### src/hdl/cogen_pkg.sv
// Shared types, constants and the panel wiring table for the circle outline generator.
`timescale 1ns / 1ps
package cogen_pkg;

  localparam int GRID_WIDTH  = 8;
  localparam int GRID_HEIGHT = 8;
  localparam int RADIUS_MAX  = 8;
  localparam int MAX_ITERS   = 16;

  localparam logic [5:0] HIDDEN_LED = 6'd46;
  localparam logic [3:0] RADIUS_SAT = 4'(RADIUS_MAX);
  localparam logic [3:0] LAST_ITER  = 4'(MAX_ITERS - 1);
  localparam logic [1:0] LAST_PHASE = 2'd3;

  // Physical LED for each grid position, indexed by {row, column}.
  localparam logic [5:0] WIRING [64] = '{
    6'd0, 6'd8, 6'd46, 6'd51, 6'd55, 6'd59, 6'd30, 6'd38,
    6'd1, 6'd9, 6'd16, 6'd52, 6'd56, 6'd27, 6'd31, 6'd39,
    6'd2, 6'd10, 6'd17, 6'd19, 6'd23, 6'd28, 6'd32, 6'd40,
    6'd3, 6'd11, 6'd18, 6'd20, 6'd24, 6'd29, 6'd33, 6'd41,
    6'd4, 6'd12, 6'd47, 6'd21, 6'd25, 6'd60, 6'd34, 6'd42,
    6'd5, 6'd13, 6'd48, 6'd22, 6'd26, 6'd61, 6'd35, 6'd43,
    6'd6, 6'd14, 6'd49, 6'd53, 6'd57, 6'd62, 6'd36, 6'd44,
    6'd7, 6'd15, 6'd50, 6'd54, 6'd58, 6'd63, 6'd37, 6'd45
  };

  typedef enum logic {
    ST_IDLE,
    ST_WALK
  } state_t;

  typedef struct packed {
    logic       load;
    logic       emit;
    logic       step;
    logic       last;
    logic [1:0] phase;
  } cogen_cmd_t;

  typedef struct packed {
    logic x_more;
  } cogen_stat_t;

endpackage

### src/hdl/circle_outline_pixel_generator.sv
// Top level of the circle outline pixel generator.
`timescale 1ns / 1ps
//
//  channel   handshake                  payload
//  --------  -------------------------  ---------------------------------------------
//  request   start & !busy              in_center_x, in_center_y, in_radius,
//                                        in_colour_in
//  result    out_strobe (one cycle)     out_led_index, out_colour_out, out_last_point
//
// A request runs the midpoint circle walk from x = -r, y = 0 until x reaches 0,
// four points per iteration, one point per cycle, at most 64 points (radius
// saturates at 8, and the walk stops after 16 iterations). The controller's
// phase and iteration counters bound the walk, and it returns to idle with busy
// low after each walk, so a new request is taken only once the current walk
// has ended.
// Each result is registered before it shows on the outputs; busy drops in the
// cycle after the last point, so a new request may be taken while that last
// result is on the ports.
// Reset is synchronous and active low; it idles the controller and drops the
// strobe. The receiver cannot stall, so nothing waits on the output side.
module circle_outline_pixel_generator (
  input  logic        clk,
  input  logic        rst_n,
  input  logic        start,
  output logic        busy,
  input  logic [2:0]  in_center_x,
  input  logic [2:0]  in_center_y,
  input  logic [3:0]  in_radius,
  input  logic [23:0] in_colour_in,
  output logic        out_strobe,
  output logic [5:0]  out_led_index,
  output logic [23:0] out_colour_out,
  output logic        out_last_point
);
  import cogen_pkg::*;

  // Commands flow controller -> datapath, status flows back.
  cogen_cmd_t  cmd;
  cogen_stat_t stat;

  // Sequence the walk: load on an accepted request, emit one point a cycle,
  // advance the walk on the fourth point, stop on the last one.
  cogen_ctrl u_ctrl (
    .clk   (clk),
    .rst_n (rst_n),
    .start (start),
    .busy  (busy),
    .stat  (stat),
    .cmd   (cmd)
  );

  // Hold centre, colour and walk state; map each point and register the result.
  cogen_dp u_dp (
    .clk            (clk),
    .rst_n          (rst_n),
    .cmd            (cmd),
    .stat           (stat),
    .in_center_x    (in_center_x),
    .in_center_y    (in_center_y),
    .in_radius      (in_radius),
    .in_colour_in   (in_colour_in),
    .out_strobe     (out_strobe),
    .out_led_index  (out_led_index),
    .out_colour_out (out_colour_out),
    .out_last_point (out_last_point)
  );

endmodule

### src/hdl/cogen_ctrl.sv
// Controller: walk sequencing, point phase and iteration count.
`timescale 1ns / 1ps
module cogen_ctrl (
  input  logic               clk,
  input  logic               rst_n,
  input  logic               start,
  output logic               busy,
  input  cogen_pkg::cogen_stat_t stat,
  output cogen_pkg::cogen_cmd_t  cmd
);
  import cogen_pkg::*;

  state_t     state_r, state_nxt;
  logic [1:0] phase_r, phase_nxt;
  logic [3:0] iter_r, iter_nxt;
  logic       last_pt;

  assign last_pt = (state_r == ST_WALK) && (phase_r == LAST_PHASE) &&
                   (!stat.x_more || (iter_r == LAST_ITER));

  always_comb begin
    state_nxt = state_r;
    case (state_r)
      ST_IDLE: begin
        if (start) state_nxt = ST_WALK;
      end
      ST_WALK: begin
        if (last_pt) state_nxt = ST_IDLE;
      end
      default: state_nxt = ST_IDLE;
    endcase
  end

  always_comb begin
    cmd       = '0;
    busy      = (state_r != ST_IDLE);
    phase_nxt = phase_r;
    iter_nxt  = iter_r;
    case (state_r)
      ST_IDLE: begin
        cmd.load  = start;
        phase_nxt = '0;
        iter_nxt  = '0;
      end
      ST_WALK: begin
        cmd.emit  = 1'b1;
        cmd.phase = phase_r;
        cmd.last  = last_pt;
        cmd.step  = (phase_r == LAST_PHASE);
        phase_nxt = last_pt ? 2'd0 : phase_r + 2'd1;
        if (phase_r == LAST_PHASE) iter_nxt = last_pt ? 4'd0 : iter_r + 4'd1;
      end
      default: begin
        phase_nxt = '0;
        iter_nxt  = '0;
      end
    endcase
  end

  always_ff @(posedge clk) begin
    if (!rst_n) begin
      state_r <= ST_IDLE;
      phase_r <= '0;
      iter_r  <= '0;
    end else begin
      state_r <= state_nxt;
      phase_r <= phase_nxt;
      iter_r  <= iter_nxt;
    end
  end

  a_start_busy: assert property (@(posedge clk) disable iff (!rst_n)
    start && !busy |=> busy)
    else $error("accepted request did not raise busy");

  a_last_idle: assert property (@(posedge clk) disable iff (!rst_n)
    cmd.last |=> !busy)
    else $error("walk did not end after last point");

  a_mid_busy: assert property (@(posedge clk) disable iff (!rst_n)
    cmd.emit && !cmd.last |=> busy)
    else $error("walk ended before last point");

  a_idle_phase: assert property (@(posedge clk) disable iff (!rst_n)
    !busy |-> (phase_r == 2'd0) && (iter_r == 4'd0))
    else $error("counters not cleared while idle");

endmodule

### src/hdl/cogen_dp.sv
// Datapath: walk registers, error-term update, point mapping and output register.
`timescale 1ns / 1ps
module cogen_dp (
  input  logic                   clk,
  input  logic                   rst_n,
  input  cogen_pkg::cogen_cmd_t  cmd,
  output cogen_pkg::cogen_stat_t stat,
  input  logic [2:0]             in_center_x,
  input  logic [2:0]             in_center_y,
  input  logic [3:0]             in_radius,
  input  logic [23:0]            in_colour_in,
  output logic                   out_strobe,
  output logic [5:0]             out_led_index,
  output logic [23:0]            out_colour_out,
  output logic                   out_last_point
);
  import cogen_pkg::*;

  logic [2:0]         cx_r, cy_r;
  logic signed [4:0]  x_r, x1;
  logic [4:0]         y_r, y1;
  logic signed [9:0]  e_r, e1, e2;
  logic [23:0]        colour_r;
  logic [3:0]         r_sat;
  logic               y_up, x_up;
  logic signed [6:0]  cxs, cys, xs, ys, px, py;
  logic [5:0]         led;

  logic        strobe_r;
  logic [5:0]  led_r;
  logic [23:0] colour_out_r;
  logic        last_r;

  assign r_sat = (in_radius > RADIUS_SAT) ? RADIUS_SAT : in_radius;

  // One step of the error-term walk; the x test checks the old e against x and the updated e against the updated y.
  always_comb begin
    y_up = (e_r <= $signed({5'b0, y_r}));
    y1   = y_up ? y_r + 5'd1 : y_r;
    e1   = y_up ? e_r + $signed({4'b0, y1, 1'b1}) : e_r;
    x_up = (e_r > $signed({{5{x_r[4]}}, x_r})) || (e1 > $signed({5'b0, y1}));
    x1   = x_up ? x_r + 5'sd1 : x_r;
    e2   = x_up ? e1 + $signed({{4{x1[4]}}, x1, 1'b1}) : e1;
  end

  assign stat.x_more = x1[4];

  // Pick the point of this phase and map it onto the panel.
  always_comb begin
    cxs = $signed({4'b0, cx_r});
    cys = $signed({4'b0, cy_r});
    xs  = $signed({{2{x_r[4]}}, x_r});
    ys  = $signed({2'b0, y_r});
    case (cmd.phase)
      2'd0:    begin px = cxs + xs; py = cys - ys; end
      2'd1:    begin px = cxs - xs; py = cys + ys; end
      2'd2:    begin px = cxs + ys; py = cys + xs; end
      2'd3:    begin px = cxs - ys; py = cys - xs; end
      default: begin px = cxs;      py = cys;      end
    endcase
    if ((px[6:3] != 4'd0) || (py[6:3] != 4'd0)) led = HIDDEN_LED;
    else led = WIRING[{py[2:0], px[2:0]}];
  end

  always_ff @(posedge clk) begin
    if (cmd.load) begin
      cx_r     <= in_center_x;
      cy_r     <= in_center_y;
      colour_r <= in_colour_in;
      x_r      <= -$signed({1'b0, r_sat});
      y_r      <= '0;
      e_r      <= 10'sd2 - $signed({5'b0, r_sat, 1'b0});
    end else if (cmd.step) begin
      x_r <= x1;
      y_r <= y1;
      e_r <= e2;
    end
  end

  always_ff @(posedge clk) begin
    if (!rst_n) begin
      strobe_r <= 1'b0;
    end else begin
      strobe_r <= cmd.emit;
    end
  end

  always_ff @(posedge clk) begin
    if (cmd.emit) begin
      led_r        <= led;
      colour_out_r <= colour_r;
      last_r       <= cmd.last;
    end
  end

  assign out_strobe     = strobe_r;
  assign out_led_index  = led_r;
  assign out_colour_out = colour_out_r;
  assign out_last_point = last_r;

endmodule

### config.mk
export PLATFORM = sky130hd
export DESIGN_NAME = circle_outline_pixel_generator
export DESIGN_NICKNAME = d
export VERILOG_FILES = /design/src/hdl/cogen_pkg.sv /design/src/hdl/circle_outline_pixel_generator.sv /design/src/hdl/cogen_ctrl.sv /design/src/hdl/cogen_dp.sv
export SDC_FILE = /design/constraint.sdc
export NUM_CORES = 1
export LEC_CHECK = 0
export ABC_AREA = 1
export BUFFER_PORTS_ARGS = -buffer_cell sky130_fd_sc_hd__buf_2
export CAP_MARGIN = 20
export CORE_MARGIN = 5
export CORE_UTILIZATION = 60
export CTS_BUF_LIST = sky130_fd_sc_hd__clkbuf_16
export DETAILED_ROUTE_END_ITERATION = 7
export GPL_TIMING_DRIVEN = 0
export PLACE_DENSITY_LB_ADDON = 0.05
export SLEW_MARGIN = 20
export SYNTH_ARGS = -nofsm -noshare
export SYNTH_HDL_FRONTEND = slang
export SYNTH_SLANG_ARGS = --single-unit
### constraint.sdc
create_clock -name clk -period 7.3 [get_ports clk]
set_input_delay 1.095 -clock clk [delete_from_list [all_inputs] [get_ports clk]]
set_output_delay 1.095 -clock clk [all_outputs]
set_load 0.02 [all_outputs]
==> metrics list, run 1 <==
* Post-synthesis xor/xnor area fraction: 2.88%
- Met2 wirelength from detailed routing: 7090 µm
- Hold is met by 0.420 ns.
- Maximum capacitance violations: 0
- Counting every net in the synthesized netlist gives ~840.
- Post-synth design cell area: 6380 µm²
- Antenna violations before repair: 0
* Final Instance Area: 7270 µm²
- After synthesis, the share of cell area in mux cells is 0%.
* Worst-path clk slew: 0.08 ns
- The tree built by TritonCTS fans out to 89 sinks.
- After Yosys synthesis, and, or, nand and nor cells account for 20.5% of the synthesized area.
- Share of the synthesized area in compound gates (AO/OA/AOI/OAI): 12.3%
* Via count of the first global-routing pass: 5,080
- HP Class: flip-flop to flip-flop
- Time the final worst path needs with I/O delays and setup: 6.78 ns
- IR drop worst, VDD: around 0.58 mV
- Worst path required time: 7.36 ns
- Met1 WL: 6900 µm
- Highest metal layer used by the detailed router: met4
- Summing the sequential cell areas from Yosys gives 39.8% of the chip area.
* Unrepaired setup endpoints after global routing: false
- Summed over all nets, the switching power comes to around 0.0014 W.
* Least-Margin Pin Slew: 1.00 ns
- The die covers 12,800 µm².
- Startpoint types: flip-flop
* Router iterations before antenna repair: 6
- Final worst-path cycle share: 92.9%
* Fmax: 0.147 GHz
- After the first detailed-routing iteration, the DRC count stood at roughly 520.
* Post-route clock skew: 0.0119 ns
* Height of the die: ~110 µm
* Aggregate global routing overflow: 0
* Starting utilization of the core area: 61.5%
- Fraction of power spent switching nets: 47.1%
- After detailed routing, the met3 layer carries 1340 µm of wire.
- Among all stages on the critical path, the largest delay is contributed by dfxtp_1.
- Non-filler instance count after layout: 948
- In the synthesized netlist the async set-or-reset flop fraction comes to 0%.
- The die is 113 µm wide.
* Part of the total power dissipated in sequential elements: roughly a quarter
- Endpoints failing setup: 0
- Combinational fraction of design power: between 50 and 60%
- The number of hold-slack violations in the final timing report is 0.
- Headroom to the max-slew limit: 32.3%
* Post-route setup TNS: 0 ns
- Worst setup EP type: flip-flop
* Clock Latency Late Sink: between 0.3 and 0.4 ns
- In the global route stage, overall resource usage came out at 24.3%.
* Max-slew violation count: 0
* Placed Cells incl. Taps: 931
* Core area: 10,400 µm²
* Placed instance area: a little under 7000 µm²
- The first global-routing pass estimated roughly 25,000 µm of wire.
- TritonCTS created 9 clock buffers.
- The multi-input combinational cells in the finished layout cover a total of 3390 µm².
- In the synthesized netlist the dominant register cell turns out to be edfxtp_1.
- Master cell of the clock root buffer: clkbuf_16
- For this block, the routed nets add up to ~16,000 µm of wire.
- Across all layers, the routed design uses 5,373 vias.
* Boundary Pins: 70
- Total internal power: between 0.0015 and 0.002 W
- Data on the critical path arrives at its endpoint at 6.84 ns.
- Via-per-instance ratio: 5.67
* Outcome: complete, no violations
* Post-Synth Adder-Cell Area: 17.4%
- In this design, the stage delay of the slowest critical-path cell is 0.44 ns.
- Dominant combinational cell family by area after synthesis: simple AND/OR/NAND/NOR gates
- CTS max path bufs: 2
- Remaining routing DRC violations: 0
- Synthesis produced a netlist whose cell count is 724.
- Counting the fill cells in the layout gives 832.
* Leakage dissipation: 3.34 nW
* Part of the total power dissipated in the clock network: 15.6%
- Number of synthesized flops with an enable pin: 76
- Of all nets on the critical path, the largest fanout is 10.
- Measured on the finished design, the core utilization comes to 70.1%.
* Number of nets in the final layout: 927
- Count of warnings emitted by yosys: 0
- Among the stages of the critical path, the cell type that occurs most often is nand2_1.
- Avg Cell Area, Syn: 8.82 µm²
* Post-detailed-route wirelength per cell: 16.4 µm
* Placement row count: 37
* Storage element area: between 2000 and 3000 µm²
- The worst setup path is of the flip-flop to flip-flop kind.
- In the final layout, the share of cells above drive strength 1 is 17.2%.
- Relative to the synthesized area, the layout overhead comes to 14.0%.
- Maximum level of the CTS H-tree: 3
- Entering global routing, the biggest net connects 30 pins.
* TritonCTS clock tree: yes
* Placed wire-length estimate after detailed placement: between 10,000 and 15,000 µm
* PD cells: 407 nW/µm²
- In this run, distinct cell masters in the synthesized netlist total 54.
* Final ANT Viol Nets: 0
* RD Place Congestion: roughly 0.9
* IO buf count: 69
- The number of antenna diodes in the final layout is 0.
- Post-synthesis sequential element count: 89
==> state kept, by name (all words and copies together), names as in the netlist <==
| register | cells |
|---|---|
| u_ctrl.iter_r | 4 |
| u_dp.out_strobe | 1 |
| u_dp.y_r | 5 |
| u_dp.e_r | 10 |
| u_dp.x_r | 5 |
| u_dp.cy_r | 3 |
| u_ctrl.busy | 1 |
| u_dp.cx_r | 3 |
| u_dp.out_led_index | 6 |
| u_dp.out_colour_out | 24 |
| u_dp.out_last_point | 1 |
| u_dp.colour_r | 24 |
| u_ctrl.phase_r | 2 |
==> logic make-up after synthesis <==
family,after synthesis
AO/OA/AOI/OAI,134
adder cells (fa/ha/maj),83
XOR/XNOR,21
AND/OR/NAND/NOR,283
flip-flops,89
buffers and inverters,114
==> layout by cell type (no fill, tap or decap), types with 3 or more instances in the layout <==
cell type / synthesis / routed
o22ai_1: 6 / 6
ha_1: 73 / 73
nor2_2: 3 / 3
o21ai_0: 34 / 31
a31oi_1: 6 / 6
nand2_2: 15 / 15
clkbuf_16: 0 / 9
o21bai_1: 3 / 3
nand2_1: 132 / 132
a22oi_1: 3 / 3
o21a_1: 3 / 3
nor3_1: 9 / 9
o21ai_1: 13 / 15
dfxtp_1: 13 / 11
o211ai_1: 5 / 5
buf_4: 1 / 3
buf_2: 2 / 71
nand3_1: 27 / 27
xor2_1: 14 / 14
nand4_1: 13 / 13
o31ai_1: 4 / 4
or2_2: 5 / 5
nor2_1: 62 / 62
xnor2_1: 7 / 7
inv_2: 8 / 8
edfxtp_1: 76 / 76
fa_1: 10 / 10
nand3b_1: 3 / 3
a21oi_1: 43 / 43
inv_1: 94 / 93
==> critical path: cells and delay by family (launching register included) <==
kind                       cells  cell delay (ns)
DFF                            1             0.44
adders and majority gates      4             1.33
buffers and inverters          5             0.69
xor gates and xnor gates       4             0.82
and+or+nand+nor               17             1.62
AOI/OAI and AO/OA             10             1.56
==> cells in the mapped netlist (14+ instances only) <==
master / count / share of area [%]
inv_1: 94 / 5.5
ha_1: 73 / 14
a21oi_1: 43 / 3.4
o21ai_0: 34 / 2.7
nand2_2: 15 / 1.5
nand3_1: 27 / 2.1
nor2_1: 62 / 3.6
nand2_1: 132 / 7.8
xor2_1: 14 / 1.9
edfxtp_1: 76 / 36
==> stage by stage <==
| step | total power, W | setup slack [ns] |
|---|---|---|
| final | 0.00296 | 0.518 |
| after detailed placement | 0.00246 | 0.0276 |
| after floorplan | 0.00205 | 1.22 |
| after global routing | 0.00322 | 0.0189 |
| after CTS | 0.00293 | 0.156 |
| after global placement | 0.00238 | 0.109 |
==> area by class of cell <==
cell class,count,share of cell area (%)
clock inverters,7,1.12
repair buffers,73,5.61
multi-input cells,521,46.6
clock buffers,9,3.10
plain buffers,8,0.774
well taps,136,2.34
flip-flops and latches,89,35.0
inverters,105,5.49
==> metal layers <==
layer	vias to the layer above	global-route usage (%)
met5	-	0
met4	0	6.25
met3	18	3.90
met2	223	38.2
met1	2487	35.3
li1	2645	-
==> worst paths after layout <==
| check | start | to | slack [ns] | cells after the start |
|---|---|---|---|---|
| setup / recovery | u_dp.y_r[3] | u_dp.e_r[8] | 0.52 | 40 |
| hold / removal | u_dp.colour_r[8] | u_dp.out_colour_out[8] | 0.42 | 0 |
| setup reg to reg | u_dp.y_r[3] | u_dp.e_r[8] | 0.52 | 40 |
| hold reg to reg | u_dp.colour_r[8] | u_dp.out_colour_out[8] | 0.42 | 0 |
==> power groups by stage <==
stage                     Combinational [W]  Clock, W  Sequential, W
after floorplan                     0.00131         0       0.000744
after global placement              0.00162         0       0.000758
after detailed placement            0.00170         0       0.000754
after CTS                           0.00172  0.000469       0.000743
after global routing                0.00198  0.000491       0.000753
final                               0.00175  0.000462       0.000748
==> repair_timing <==
action,4_1_cts,5_1_grt
resized for setup,1,5
endpoints found under the hold margin,0,0
hold buffers,0,0
pin swaps,0,0
setup endpoints to repair,1,4
setup buffers,0,2
No activity file was read; power rests on OpenSTA's default activity.
==> inputs of run 2 (changes only) <==
CORE_UTILIZATION = 30   (was 60)
==> metrics list, run 2 (synthesized netlist as in run 1, its figures left out) <==
- The number of max-slew violations in the final report came to 0 (unchanged).
* Worst slack, placed: -0.166 ns (-0.194 ns)
- The cell leakage power is 3.35 nW (+0.26%).
* Post-route setup TNS: 0 ns (unchanged)
* Slowest stage cell, crit path: edfxtp_1
- Worst setup EP type: flip-flop
* HP Class: flip-flop to flip-flop
- Clock tree synthesis selected as its root buffer the cell clkbuf_16.
- The post-layout utilization of the core was 35.7% (-34 points).
* Final ANT Viol Nets: 0 (unchanged)
- Clock Latency Late Sink: 0.35 ns (about the same)
* Final worst-path cycle share: 91.6% (-1.3 points)
- IR drop worst, VDD: 0.283 mV (-51%)
* Post-detailed-route wirelength per cell: 15.9 µm (-3.2%)
- Maximum net fanout on the critical path: 10 (unchanged)
- Post-route setup slack: 0.615 ns (+0.0972 ns)
* Worst Hold Slack: 0.421 ns (+0.000599 ns)
* Commonest non-fill, non-tap cells in the layout: nand2_1, inv_1, edfxtp_1, ha_1, buf_2
* Post-route clock skew: 0.00909 ns (-0.00282 ns)
- The TritonCTS buffer count came to 9 (unchanged).
- Maximum capacitance violations: 0 (unchanged)
* Headroom to the max-slew limit: 31.2% (-1.0 points)
* Fill cell total of the finished layout: 2,232 (+170%)
- Boundary Pins: 70 (unchanged)
- Classification of the worst setup path: flip-flop to flip-flop
* PD cells: 396 nW/µm² (-2.6%)
- Die width: 156 µm (+38%)
- Time the final worst path needs with I/O delays and setup: 6.68 ns (-0.0972 ns)
- The arrival time reported for the critical path endpoint is 6.77 ns (-0.07 ns).
* Antenna violations before repair: 0 (unchanged)
- Total routing resource utilization after global routing: 14.2% (-10 points)
- The total of buffers placed on input and output ports was 69 (unchanged).
* RD Place Congestion: 0.824 (-8.7%)
* Outcome: complete, no violations
* Endpoints failing setup: 0 (unchanged)
- Fmax: 0.150 GHz (+1.5%)
* Total wire length: 17,300 µm (+11%)
* TritonCTS clock tree: yes
* Worst path required time: 7.38 ns (+0.02 ns)
* Largest stage delay, worst path: 0.51 ns (+0.07 ns)
* Die area: 24,300 µm² (+90%)
- The total power came to 0.00296 W (+0.11%).
- Maximum level of the CTS H-tree: 3 (unchanged)
* Router iterations before antenna repair: 4 (-2)
* CTS max path bufs: 2 (unchanged)
- The final HPWL from detailed placement is 13,600 µm (+11%).
* Worst path most repeated cell: nand2_1
- CTS Sinks: 89 (unchanged)
- Placement row count: 53 (+43%)
- The final-stage net count was 928 (+0.11%).
- The number of global-route vias before repair was 5,156 (+1.5%).
* Remaining routing DRC violations: 0 (unchanged)
- Number of vias after detailed routing: 5,172 (-3.7%)
- Share of layout cells above drive strength 1: 18.2% (+0.96 points)
- Detailed Route Iter0 Violations: 197 (-62%)
* Antenna Diode Count: 0 (unchanged)
* Count of hold-fix buffers inserted at cts: 0 (unchanged)
* Least-Margin Pin Slew: 1.02 ns (+0.0180 ns)
- Most common cell after layout, fill and taps aside: nand2_1
- Startpoint types: flip-flop
- Maximum number of pins on one net before global-route repair: 25 (-17%)
- The average via count per standard cell came to 4.75 (-16%).
- The area of the core region is 21,000 µm² (+100%).
- The area growth from synthesis to layout is 17.2%.
* Height of the die: 156 µm (+38%)
* Aggregate global routing overflow: 0 (unchanged)
- The global-route wire length before repair came to 27,500 µm (+10%).
* Worst-path clk slew: 0.08 ns (about the same)
- Starting utilization of the core area: 30.5% (-31 points)
- The number of hold-slack violations in the final timing report came to 0 (unchanged).
[run 2: final timing paths]
| path | slack [ns] | cells after the start | endpoint | from |
|---|---|---|---|---|
| worst max register to register | 0.62 | 39 | u_dp.e_r[8] | u_dp.e_r[3] |
| worst min register to register | 0.42 | 0 | u_dp.out_colour_out[0] | u_dp.colour_r[0] |
| worst max-delay path | 0.62 | 39 | u_dp.e_r[8] | u_dp.e_r[3] |
| worst min-delay path | 0.42 | 0 | u_dp.out_colour_out[0] | u_dp.colour_r[0] |
[run 2: area by class of cell]
cell class                 instances  area [µm²]  area share, %
clock inverter                     7        81.3           1.09
timing repair buffer              74         408           5.46
clock buffer                       9         225           3.01
inverter                         105         399           5.34
multi-input combinational        521        3410           45.6
tap                              275         344           4.60
sequential                        89        2550           34.1
buffer                             8        56.3          0.753
[run 2: power breakdown]
| group | internal [W] | switching [W] | total (W) |
|---|---|---|---|
| clock | 0.000245 | 0.000232 | 0.000477 |
| sequential | 0.000657 | 0.0000852 | 0.000742 |
| combinational | 0.000671 | 0.00107 | 0.00174 |
| total | 0.00157 | 0.00139 | 0.00296 |
[run 2: layer usage]
metal	vias to the layer above	share of wire, %	GRT usage (%)
li1	2650	-	-
met1	2417	46	18.1
met2	83	50	25.1
met3	22	2.9	2.33
met4	0	1.6	3.67
met5	-	0	0
[run 2: worst max-delay path, delay by kind of cell (launching register included)]
family          cells  cell delay (ns)
fa+ha+maj           4             1.31
buf+inv             4             0.50
simple gates       16             1.61
xor+xnor            4             0.80
flops               1             0.51
compound gates     11             1.65
[run 2: repair_timing]
action,CTS,global route
buffers inserted,0,3
gates resized for setup,3,13
setup endpoints to repair,1,3
pin swaps,0,1
[run 2: through the flow]
| step | instance area [µm²] | instances |
|---|---|---|
| floorplan | 6380 | 724 |
| global placement | 7070 | 1068 |
| detailed placement | 7110 | 1070 |
| CTS | 7420 | 1086 |
| global route | 7480 | 1088 |
| finish | 7480 | 1088 |
==> inputs of run 3 (changes only) <==
CORE_ASPECT_RATIO = 1.5   (was unset)
CORE_MARGIN = unset   (was 5)
==> metrics list, run 3 (synthesized netlist as in run 1, its figures left out) <==
- Aggregate global routing overflow: 0 (unchanged)
- Placed Cells incl. Taps: 1,063 (-0.65%)
- Die area: 21,900 µm² (-10%)
- The maximum number of pins on one net before global-route repair was 27 (+8.0%).
- Fmax: 0.152 GHz (+1.9%)
* Die width: 121 µm (-22%)
* Synth-to-Final Area Change: 16.8%
* Number of vias after detailed routing: 5,217 (+0.87%)
- Placement row count: 65 (+23%)
- The flow ran to the end, and the final reports show no timing, DRC or antenna violations.
- The worst setup skew after layout is 0.0107 ns (+0.00157 ns).
* Least-Margin Pin Slew: 0.953 ns (-0.0675 ns)
- The total of buffers placed on input and output ports came to 69 (unchanged).
* Post-detailed-route wirelength per cell: 16.8 µm (+5.8%)
- Startpoint types: flip-flop
- Master cell of the clock root buffer: clkbuf_16
- The average via count per standard cell was 4.82 (+1.4%).
* Unrepaired setup endpoints after global routing: false
- Worst-path clk slew: 0.07 ns (about the same)
- Final design utilization: 35.5% (-0.14 points)
* Core area: 21,000 µm² (+0.13%)
* HP Class: flip-flop to flip-flop
* Slowest stage cell, crit path: edfxtp_1
- The initial antenna violation count came to 0 (unchanged).
- Fill cell total of the finished layout: 2,205 (-1.2%)
* PD cells: 402 nW/µm² (+1.5%)
- Share of layout cells above drive strength 1: 17.8% (-0.39 points)
* Headroom to the max-slew limit: 35.6% (+4.4 points)
* Detailed Route Iter0 Violations: 261 (+32%)
- The number of max-slew violations in the final report is 0 (unchanged).
* Global-route wire length before repair: 29,000 µm (+5.5%)
- RD Place Congestion: 0.874 (+6.0%)
* Count of hold-fix buffers inserted at cts: 0 (unchanged)
- The cell leakage power is 3.35 nW (-0.20%).
- The global router's overall resource usage is 17.6% (+3.3 points).
* Worst path required time: 7.40 ns (+0.02 ns)
* Total count of hold-check failures in the final report: 0 (unchanged)
- Final ANT Viol Nets: 0 (unchanged)
- IR drop worst, VDD: 0.322 mV (+14%)
* Maximum capacitance violations: 0 (unchanged)
- Height of the die: 181 µm (+16%)
* Total area of multi-input combinational cells: 3400 µm² (-0.44%)
- Classification of the worst setup path: flip-flop to flip-flop
* Time the final worst path needs with I/O delays and setup: 6.56 ns (-0.123 ns)
- The largest fanout on the critical path came to 10 (unchanged).
- CTS max path bufs: 2 (unchanged)
- The number of global-route vias before repair came to 5,407 (+4.9%).
- Commonest non-fill, non-tap cells in the layout: nand2_1, inv_1, edfxtp_1, ha_1, buf_2
* Most common cell after layout, fill and taps aside: nand2_1
* Largest stage delay, worst path: 0.55 ns (+0.04 ns)
- Storage element area: 2550 µm² (about the same)
* Worst slack, placed: -0.265 ns (-0.0988 ns)
- Remaining routing DRC violations: 0 (unchanged)
- The count of final setup violators came to 0 (unchanged).
- The clock latency of the later-clocked register in the worst-skew pair came to 0.35 ns (about the same).
- Antenna Diode Count: 0 (unchanged)
* CTS Sinks: 89 (unchanged)
- The final HPWL from detailed placement came to 14,700 µm (+8.0%).
* Number of nets in the final layout: 929 (+0.11%)
- Starting utilization of the core area: 30.4% (-0.040 points)
* Worst setup EP type: flip-flop
* Final worst-path cycle share: 89.9% (-1.7 points)
* Total wire length: 18,200 µm (+5.2%)
- The number of non-filler instances in the completed layout is 1,082 (-0.55%).
- The first-pass detailed-route iteration total came to 5 (+1).
- Post-route setup slack: 0.738 ns (+0.123 ns)
- The cell that appears most often on the critical path is nand2_1.
- Num CTS Buffers: 9 (unchanged)
* Boundary Pins: 70 (unchanged)
- Data arrival, critical path: 6.66 ns (-0.11 ns)
* TritonCTS clock tree: yes
- The count of H-tree levels built during CTS came to 3 (unchanged).
run 3: cell types whose count changed in the layout (fill, tap and decap cells not counted), sizes merged:
cell / change
buf: +1
clkinvlp: +2
clkinv: -2
run 3: area by class of cell:
type | count | share of cell area (%)
Sequential cell | 89 | 34.2
Clock buffer | 9 | 3.02
Inverter | 105 | 5.35
Tap cell | 268 | 4.50
Multi-Input combinational cell | 521 | 45.6
Buffer | 8 | 0.755
Timing Repair Buffer | 75 | 5.67
Clock inverter | 7 | 0.956
run 3: worst paths after layout:
path / slack [ns] / from / depth (start not counted) / end
max: 0.74 / u_dp.e_r[3] / 38 / u_dp.e_r[9]
min: 0.42 / u_dp.colour_r[22] / 0 / u_dp.out_colour_out[22]
max reg2reg: 0.74 / u_dp.e_r[3] / 38 / u_dp.e_r[9]
min reg2reg: 0.42 / u_dp.colour_r[22] / 0 / u_dp.out_colour_out[22]
run 3: per-stage QoR:
stage	total power (W)	setup TNS (ns)	hold WS (ns)	area, µm²
after floorplan	0.00205	0	0.400	6380
after global placement	0.00251	-0.456	0.400	7060
after detailed placement	0.00254	-0.504	0.405	7110
after CTS	0.00302	0	0.422	7410
after global routing	0.00331	0	0.424	7460
final	0.00300	0	0.421	7460
run 3: metal layers:
metal	part of all wire [%]	vias up	GRT usage [%]
met2	57	90	35.4
met1	36	2456	17.5
met4	3.7	0	7.36
met3	2.5	32	2.06
met5	0	-	0
li1	-	2639	-
run 3: what timing repair did:
action | 4_1_cts | 5_1_grt
pin swaps | 0 | 1
endpoints found under the setup margin | 3 | 4
buffers inserted | 0 | 4
endpoints found under the hold margin | 0 | 0
gates resized for setup | 3 | 9
run 3: power breakdown:
part	switching, W	internal [W]
Clock	0.000220	0.000241
Combinational	0.00111	0.000673
Sequential	0.0000980	0.000658
Total	0.00143	0.00157
run 3: worst max-delay path, delay by kind of cell (launching register included):
family | cells | cell delay (ns)
adder cells (fa/ha/maj) | 4 | 1.28
AO/OA/AOI/OAI | 7 | 1.57
AND/OR/NAND/NOR | 20 | 2.19
flip-flops | 1 | 0.55
XOR/XNOR | 1 | 0.14
buffers and inverters | 6 | 0.55
